===== config.mk =====
export PLATFORM = sky130hd
export DESIGN_NAME = polyblep_oscillator_unit
export DESIGN_NICKNAME = d
export VERILOG_FILES = /design/src/rtl/pbo_pkg.sv /design/src/rtl/polyblep_oscillator_unit.sv
export SDC_FILE = /design/constraint.sdc
export NUM_CORES = 2
export LEC_CHECK = 0
export ABC_AREA = 1
export BUFFER_PORTS_ARGS = -buffer_cell sky130_fd_sc_hd__buf_4
export CORE_UTILIZATION = 30
export CTS_BUF_LIST = sky130_fd_sc_hd__clkbuf_16
export DETAILED_ROUTE_END_ITERATION = 8
export PLACE_DENSITY_LB_ADDON = 0.2
export SETUP_SLACK_MARGIN = 0.02
export SLEW_MARGIN = 20
export SYNTH_ARGS = -nofsm -noshare
export SYNTH_HDL_FRONTEND = slang
export SYNTH_SLANG_ARGS = --single-unit

===== constraint.sdc =====
create_clock -name clock -period 8 [get_ports clock]
set_input_delay 0 -clock clock [delete_from_list [all_inputs] [get_ports clock]]
set_output_delay 0 -clock clock [all_outputs]
set_load 0.005 [all_outputs]

===== src/rtl/pbo_pkg.sv =====
// types, constants and bit-serial divider helpers for the polyblep oscillator
`default_nettype none
package pbo_pkg;

   localparam int STEP_W   = 24;
   localparam int SAMPLE_W = 16;
   localparam int Q_W      = 32;
   localparam int QUO_W    = 30;
   localparam int SQ_W     = QUO_W + 1;
   localparam int SUM_W    = 34;
   localparam int DIV_STEPS = QUO_W;

   localparam logic [Q_W:0]   ONE_Q32     = 33'h1_0000_0000;
   localparam logic [Q_W-1:0] HALF_Q32    = 32'h8000_0000;
   localparam logic [SQ_W-1:0] ONE_Q30    = 31'h4000_0000;
   localparam logic signed [SUM_W-1:0] ONE_V   = 34'sd1073741824;
   localparam logic signed [SUM_W-1:0] ROUND_V = 34'sd65536;

   typedef enum logic [1:0] {
      WAVE_SAW,
      WAVE_SQUARE,
      WAVE_TRIANGLE,
      WAVE_PULSE
   } wave_type;

   typedef enum logic [1:0] {
      BLEP_NONE,
      BLEP_NEG,
      BLEP_POS
   } blep_kind_type;

   typedef struct packed {
      blep_kind_type     kind;
      logic [Q_W-1:0]    rem;
      logic [QUO_W-1:0]  quo;
   } lane_type;

   // pick the numerator of the residual for phase q, or none
   function automatic lane_type blep_setup(input logic [Q_W-1:0] q,
                                           input logic [Q_W-1:0] dt);
      lane_type     l;
      logic [Q_W:0] rest;
      rest   = ONE_Q32 - {1'b0, q};
      l.kind = BLEP_NONE;
      l.rem  = '0;
      l.quo  = '0;
      if (dt != '0) begin
         if (q < dt) begin
            l.kind = BLEP_NEG;
            l.rem  = q;
         end else if (rest < {1'b0, dt}) begin
            l.kind = BLEP_POS;
            l.rem  = rest[Q_W-1:0];
         end
      end
      return l;
   endfunction

   // one restoring division step, one quotient bit
   function automatic lane_type div_step(input lane_type lane,
                                         input logic [Q_W-1:0] dt);
      lane_type     l;
      logic [Q_W:0] r2;
      logic         qbit;
      l    = lane;
      r2   = {lane.rem, 1'b0};
      qbit = 1'b0;
      if (r2 >= {1'b0, dt}) begin
         r2   = r2 - {1'b0, dt};
         qbit = 1'b1;
      end
      l.rem = r2[Q_W-1:0];
      l.quo = {lane.quo[QUO_W-2:0], qbit};
      return l;
   endfunction

endpackage
`default_nettype wire


===== src/rtl/polyblep_oscillator_unit.sv =====
// polyblep oscillator: phase accumulator, two bit-serial residual dividers, output register
// a taken word passes setup, the 30-step restoring divider (one quotient bit per cycle),
// the shared-multiplier states MUL_A and MUL_B, sum and round before rsp_tvalid rises
// a new word is taken only in idle; round waits while the result register is not yet taken
// the result register holds a finished sample while the next word is taken in
// reset (synchronous, active high) clears the phase, wave select and handshake state
`default_nettype none
module polyblep_oscillator_unit
   import pbo_pkg::*;
#(
   parameter int PHASE_BITS = 24
) (
   input  wire logic                  clock,
   input  wire logic                  reset,
   input  wire logic                  req_tvalid,
   output logic                       req_tready,
   input  wire logic [STEP_W-1:0]     req_tdata,   // [23:0] phase_step
   output logic                       rsp_tvalid,
   input  wire logic                  rsp_tready,
   output logic [SAMPLE_W-1:0]        rsp_tdata,   // [15:0] sample_out
   input  wire logic                  csr_valid,
   output logic                       csr_ready,
   input  wire logic [1:0]            csr_data     // [1:0] wave_select
);

   localparam int UP_SHIFT   = (PHASE_BITS >= STEP_W) ? PHASE_BITS - STEP_W : 0;
   localparam int DOWN_SHIFT = (PHASE_BITS >= STEP_W) ? 0 : STEP_W - PHASE_BITS;
   localparam int Q32_SHIFT  = Q_W - PHASE_BITS;
   localparam int CNT_W      = $clog2(DIV_STEPS);

   typedef enum logic [2:0] {
      ST_IDLE,
      ST_SETUP,
      ST_DIV,
      ST_MUL_A,
      ST_MUL_B,
      ST_SUM,
      ST_ROUND
   } state_type;

   state_type               state_ff, state_in;
   logic [PHASE_BITS-1:0]   phase_ff, phase_in;
   logic [Q_W-1:0]          dt_ff, dt_in;
   wave_type                wave_ff, wave_in;
   lane_type                lane_a_ff, lane_a_in, lane_b_ff, lane_b_in;
   logic [CNT_W-1:0]        cnt_ff, cnt_in;
   logic [SQ_W-1:0]         sq_a_ff, sq_a_in, sq_b_ff, sq_b_in;
   logic signed [SUM_W-1:0] v_ff, v_in;
   logic                    rsp_valid_ff, rsp_valid_in;
   logic [SAMPLE_W-1:0]     rsp_data_ff, rsp_data_in;

   logic [PHASE_BITS-1:0]   step_pb;
   logic [Q_W-1:0]          step_q32;
   logic [Q_W-1:0]          p32;
   logic [SQ_W-1:0]         om_a, om_b, mul_op;
   logic [2*SQ_W-1:0]       product;
   logic signed [SUM_W-1:0] res_a, res_b;
   logic [Q_W-1:0]          tri_d;
   logic signed [SUM_W-1:0] rounded;
   logic signed [SAMPLE_W:0] r17;
   logic [SAMPLE_W-1:0]     sat;

   generate
      if (PHASE_BITS >= STEP_W) begin : g_step_up
         assign step_pb = PHASE_BITS'(req_tdata) << UP_SHIFT;
      end else begin : g_step_down
         assign step_pb = PHASE_BITS'(req_tdata >> DOWN_SHIFT);
      end
   endgenerate

   assign step_q32 = Q_W'(step_pb) << Q32_SHIFT;
   assign p32      = Q_W'(phase_ff) << Q32_SHIFT;

   // 1 - u for each lane, squared on one shared multiplier
   assign om_a    = ONE_Q30 - SQ_W'(lane_a_ff.quo);
   assign om_b    = ONE_Q30 - SQ_W'(lane_b_ff.quo);
   assign mul_op  = (state_ff == ST_MUL_A) ? om_a : om_b;
   assign product = (2*SQ_W)'(mul_op) * (2*SQ_W)'(mul_op);

   always_comb begin
      case (lane_a_ff.kind)
         BLEP_NEG: res_a = -$signed(SUM_W'(sq_a_ff));
         BLEP_POS: res_a = $signed(SUM_W'(sq_a_ff));
         default:  res_a = '0;
      endcase
      case (lane_b_ff.kind)
         BLEP_NEG: res_b = -$signed(SUM_W'(sq_b_ff));
         BLEP_POS: res_b = $signed(SUM_W'(sq_b_ff));
         default:  res_b = '0;
      endcase
   end

   assign tri_d   = p32[Q_W-1] ? p32 - HALF_Q32 : HALF_Q32 - p32;
   assign rounded = v_ff + ROUND_V;
   assign r17     = rounded[SUM_W-1:SUM_W-SAMPLE_W-1];
   assign sat     = (r17[SAMPLE_W] != r17[SAMPLE_W-1])
                  ? (r17[SAMPLE_W] ? {1'b1, {(SAMPLE_W-1){1'b0}}}
                                   : {1'b0, {(SAMPLE_W-1){1'b1}}})
                  : r17[SAMPLE_W-1:0];

   assign req_tready = (state_ff == ST_IDLE);
   assign csr_ready  = 1'b1;
   assign rsp_tvalid = rsp_valid_ff;
   assign rsp_tdata  = rsp_data_ff;

   always_comb begin
      state_in     = state_ff;
      phase_in     = phase_ff;
      dt_in        = dt_ff;
      wave_in      = wave_ff;
      lane_a_in    = lane_a_ff;
      lane_b_in    = lane_b_ff;
      cnt_in       = cnt_ff;
      sq_a_in      = sq_a_ff;
      sq_b_in      = sq_b_ff;
      v_in         = v_ff;
      rsp_valid_in = rsp_valid_ff && !rsp_tready;
      rsp_data_in  = rsp_data_ff;

      if (csr_valid) begin
         wave_in = wave_type'(csr_data);
      end

      unique case (state_ff)
         ST_IDLE: begin
            if (req_tvalid) begin
               phase_in = phase_ff + step_pb;
               dt_in    = (step_q32 > HALF_Q32) ? HALF_Q32 : step_q32;
               state_in = ST_SETUP;
            end
         end
         ST_SETUP: begin
            lane_a_in = blep_setup(p32, dt_ff);
            // second lane sees the phase shifted by one half
            lane_b_in = blep_setup({~p32[Q_W-1], p32[Q_W-2:0]}, dt_ff);
            cnt_in    = '0;
            state_in  = ST_DIV;
         end
         ST_DIV: begin
            lane_a_in = div_step(lane_a_ff, dt_ff);
            lane_b_in = div_step(lane_b_ff, dt_ff);
            cnt_in    = cnt_ff + 1'b1;
            if (cnt_ff == CNT_W'(DIV_STEPS - 1)) begin
               cnt_in   = '0;
               state_in = ST_MUL_A;
            end
         end
         ST_MUL_A: begin
            sq_a_in  = product[2*SQ_W-2:QUO_W];
            state_in = ST_MUL_B;
         end
         ST_MUL_B: begin
            sq_b_in  = product[2*SQ_W-2:QUO_W];
            state_in = ST_SUM;
         end
         ST_SUM: begin
            unique case (wave_ff)
               WAVE_SAW:
                  v_in = $signed(SUM_W'(p32[Q_W-1:1])) - ONE_V - res_a;
               WAVE_SQUARE:
                  v_in = (p32[Q_W-1] ? -ONE_V : ONE_V) + res_a - res_b;
               WAVE_TRIANGLE:
                  v_in = ONE_V - $signed(SUM_W'(tri_d));
               WAVE_PULSE:
                  v_in = (p32[Q_W-1:Q_W-2] == 2'b00) ? ONE_V : -ONE_V;
            endcase
            state_in = ST_ROUND;
         end
         ST_ROUND: begin
            if (!rsp_valid_ff || rsp_tready) begin
               rsp_data_in  = sat;
               rsp_valid_in = 1'b1;
               state_in     = ST_IDLE;
            end
         end
      endcase
   end

   always_ff @(posedge clock) begin
      dt_ff       <= dt_in;
      lane_a_ff   <= lane_a_in;
      lane_b_ff   <= lane_b_in;
      sq_a_ff     <= sq_a_in;
      sq_b_ff     <= sq_b_in;
      v_ff        <= v_in;
      rsp_data_ff <= rsp_data_in;
      if (reset) begin
         state_ff     <= ST_IDLE;
         phase_ff     <= '0;
         wave_ff      <= WAVE_SAW;
         cnt_ff       <= '0;
         rsp_valid_ff <= 1'b0;
      end else begin
         state_ff     <= state_in;
         phase_ff     <= phase_in;
         wave_ff      <= wave_in;
         cnt_ff       <= cnt_in;
         rsp_valid_ff <= rsp_valid_in;
      end
   end

`ifndef SYNTH
   // a taken word always starts the residual setup next
   a_accept_setup: assert property (@(posedge clock) disable iff (reset)
      (req_tvalid && req_tready) |=> (state_ff == ST_SETUP))
      else $error("accepted word did not start setup");

   // after the division the partial remainders stay below the step
   a_rem_bound: assert property (@(posedge clock) disable iff (reset)
      (state_ff == ST_MUL_A && dt_ff != '0) |->
      (lane_a_ff.rem < dt_ff && lane_b_ff.rem < dt_ff))
      else $error("divider remainder not below divisor");

   // with a nonzero step a lane without residual keeps a zero quotient
   a_none_zero: assert property (@(posedge clock) disable iff (reset)
      (state_ff == ST_MUL_A && dt_ff != '0 && lane_a_ff.kind == BLEP_NONE) |->
      (lane_a_ff.quo == '0))
      else $error("quotient on a lane with no residual");

   // squared residuals never exceed one
   a_sq_bound: assert property (@(posedge clock) disable iff (reset)
      (state_ff == ST_SUM) |-> (sq_a_ff <= ONE_Q30 && sq_b_ff <= ONE_Q30))
      else $error("residual magnitude above one");

   // a waiting sample is never overwritten by the round step
   a_no_overwrite: assert property (@(posedge clock) disable iff (reset)
      (state_ff == ST_ROUND && rsp_valid_ff && !rsp_tready) |=>
      (state_ff == ST_ROUND && $stable(rsp_data_ff)))
      else $error("pending sample overwritten");
`endif

endmodule
`default_nettype wire


==> out/metrics.csv <==
metric,value,unit
largest family of logic cells by synthesized area,adder cells,
Simple-Gate Fraction of Synth Area,21.54,%
met1 WL,89.52,mm
CP max FO,8,
failing checks,"DRC, setup timing",
fin. max-slew vios,0,
"top cells by area, synth","fa_1, edfxtp_1, inv_1",
gate count after technology mapping,7090,
number of synthesized flops with an enable pin,232,
synthesized area,53380,sq um
Yosys Warn Count,0,
Worst-path clk slew,0.06,ns
GRT Overall Usage,22.59,%
clk root buf,clkbuf_16,
status,"complete, but fails checks",
wire per inst,19.80,um
share of layout cells above drive strength 1,18.92,%
Final Worst Setup Slack,-0.6902,ns
clk_lat worst skew,0.62,ns
FP Rows,154,
FMAX,115.1,MHz
#FFs+latches synth,267,
CTS Buffer Depth,3,
CP required,8.33,ns
via density per instance,4.770,
Worst Tran Pin Value,0.9964,ns
min cycle time layout,8.690,ns
average size of a mapped cell,7.528,sq um
diode count,0,
crit end category,flop,
Layout Skew,0.05764,ns
Hold Crit Class,in2reg,
maximum capacitance violations,0,
DR vias,48930,
DP Wirelength,174.0,mm
Place WS,-1.189,ns
post-synthesis adder-cell area fraction,39.71,%
Post-synth ARST share,0,%
CP Class,reg2reg,
fillcell total,18550,
CP startpoint kind,flop,
die area,179600,sq um
Hold Fails Final Rpt,0,
Synth Area in XOR/XNOR,1.985,%
PortBufs,48,
Post-Route WL,203.1,mm
Crit-path slowest cell,fa_1,
Worst EP arrival,9.02,ns
core footprint,176500,sq um
Setup Viol. Count Final,62,
first-pass GRT wire length,308.8,mm
post-synthesis mux area share,0,%
Tcrit/Tclk final,108.6,%
post-synthesis compound-gate area fraction,9.011,%
Synth top area share,28.58,%
Die Height,423.8,um
# H-tree levels,2,
max incr delay on CP,0.62,ns
Starting DRT DRC Count,3466,
CTS tree,built,
vias in the first global route,50480,
Yosys cell types,66,
Slew headroom,32.87,%
WL met3,9.094,mm
TritonCTS Buffers,38,
Layout Nets,9155,
WL met2,96.67,mm
RSZ-0062 raised after global routing,yes,
post-route ant nets,0,
GR Overflow Total,0,
ys flop type,edfxtp_1,
register area share after synthesis,14.36,%
Synth area leader,fa_1,
Ports,50,
drt first pass iters,8,
P&R area growth vs syn,25.44,%
largest net degree at the start of global routing,69,
Die Span X,423.8,um
DR DRC count,10,
routability cong.,0.9710,
initial antenna violation count,0,
DR top layer,met4,
CTS sink count,267,
Initial Utilization,30.24,%
-- cell type report --
type                            instances  area [sq um]  area share, %
Clock buffer                           39         975.9          1.458
Clock inverter                         30         294.0         0.4392
Inverter                             1729          6565          9.805
Multi-Input combinational cell       4973         41040          61.30
Sequential cell                       267          7671          11.46
Tap cell                             2340          2928          4.373
Timing Repair Buffer                  876          7465          11.15
Timing Repair inverter                  2         15.01        0.02242
-- final timing paths --
path | end | cells after the start | startpoint | slack (ns)
hold reg to reg | cnt_ff[4] | 2 | cnt_ff[4] | 0.49
setup reg to reg | sq_b_ff[25] | 46 | state_ff[2] | -0.69
setup / recovery | sq_b_ff[25] | 46 | state_ff[2] | -0.69
hold / removal | dt_ff[31] | 2 | req_tdata[23] | 0.18
-- Yosys cell counts, types with 27 or more instances --
cell and n:
inv_1 1693, nand2_1 1159, nor2_1 913, fa_1 762, ha_1 475, nand3_1 361, a21oi_1 347, o21ai_0 288
edfxtp_1 232, nand4_1 101, clkbuf_1 98, xor2_1 83, nor3_1 76, xnor2_1 38, dfxtp_1 35, nor4_1 34
a31oi_1 29, buf_2 27
-- flip-flops by register name (all words and copies together), names as in the netlist --
signal	count
dt_ff	24
rsp_tdata	16
sq_a_ff	31
rsp_tvalid	1
wave_ff	2
phase_ff	24
cnt_ff	5
state_ff	3
sq_b_ff	31
lane_b_ff	56
lane_a_ff	56
v_ff	18
-- per-layer routing --
layer | vias to the layer above | global-route usage, %
met5 | - | 0
met4 | 0 | 6.883
met3 | 281 | 2.108
met2 | 1278 | 39.01
met1 | 23740 | 29.70
li1 | 23620 | -
-- through the flow --
step	TNS (ns)	util (%)	hold WS, ns	cell area, sq um	std cells
finish	-36.68	37.93	0.1819	66950	10260
global route	-59.17	37.93	0.1710	66950	10260
CTS	-40.11	36.99	0.1244	65280	10220
detailed placement	-56.70	35.74	0.2129	63090	10110
global placement	-56.60	35.74	0.2180	63090	10110
floorplan	-0.08068	-	0.1667	54350	7114
-- layout by cell type, fill, tap and decap left out, types with 38 or more instances in the layout --
cell,count
nor2_1,788
inv_1,1617
fa_2,44
edfxtp_1,232
o21ai_0,248
ha_1,437
fa_1,718
nand3_1,354
nor3_1,66
nand4_1,101
inv_2,89
buf_4,754
nor2_4,62
nand2_1,1085
nand2_2,56
xor2_1,68
buf_12,50
nor2_2,85
a21oi_2,45
ha_4,38
clkbuf_16,40
a21oi_1,289
-- cells by family (layout without fill, tap and decap cells) --
logic type / after synthesis / count (layout)
buf+inv: 1874 / 2676
compound gates: 857 / 857
flops: 267 / 267
other cells: 2 / 26
xor+xnor: 121 / 121
fa+ha+maj: 1237 / 1237
simple gates: 2732 / 2732
-- worst max-delay path, delay by kind of cell (launching register included) --
kind,cells,cell delay (ns)
AOI/OAI and AO/OA,3,0.39
adders and majority gates,9,4.05
buffers and inverters,14,1.41
DFF,1,0.33
and+or+nand+nor,20,2.21
-- repair_timing --
item / in CTS / in global routing
pin swaps: 24 / 166
setup endpoints to repair: 62 / 62
cloned: 1 / 2
buffers inserted: 6 / 44
endpoints found under the hold margin: 53 / 0
gates resized for setup: 150 / 373
hold buffers: 32 / 0
Power is left out: the tool's default activity adds up to more than one toggle a clock period on the data nets, which glitch-free logic cannot reach.
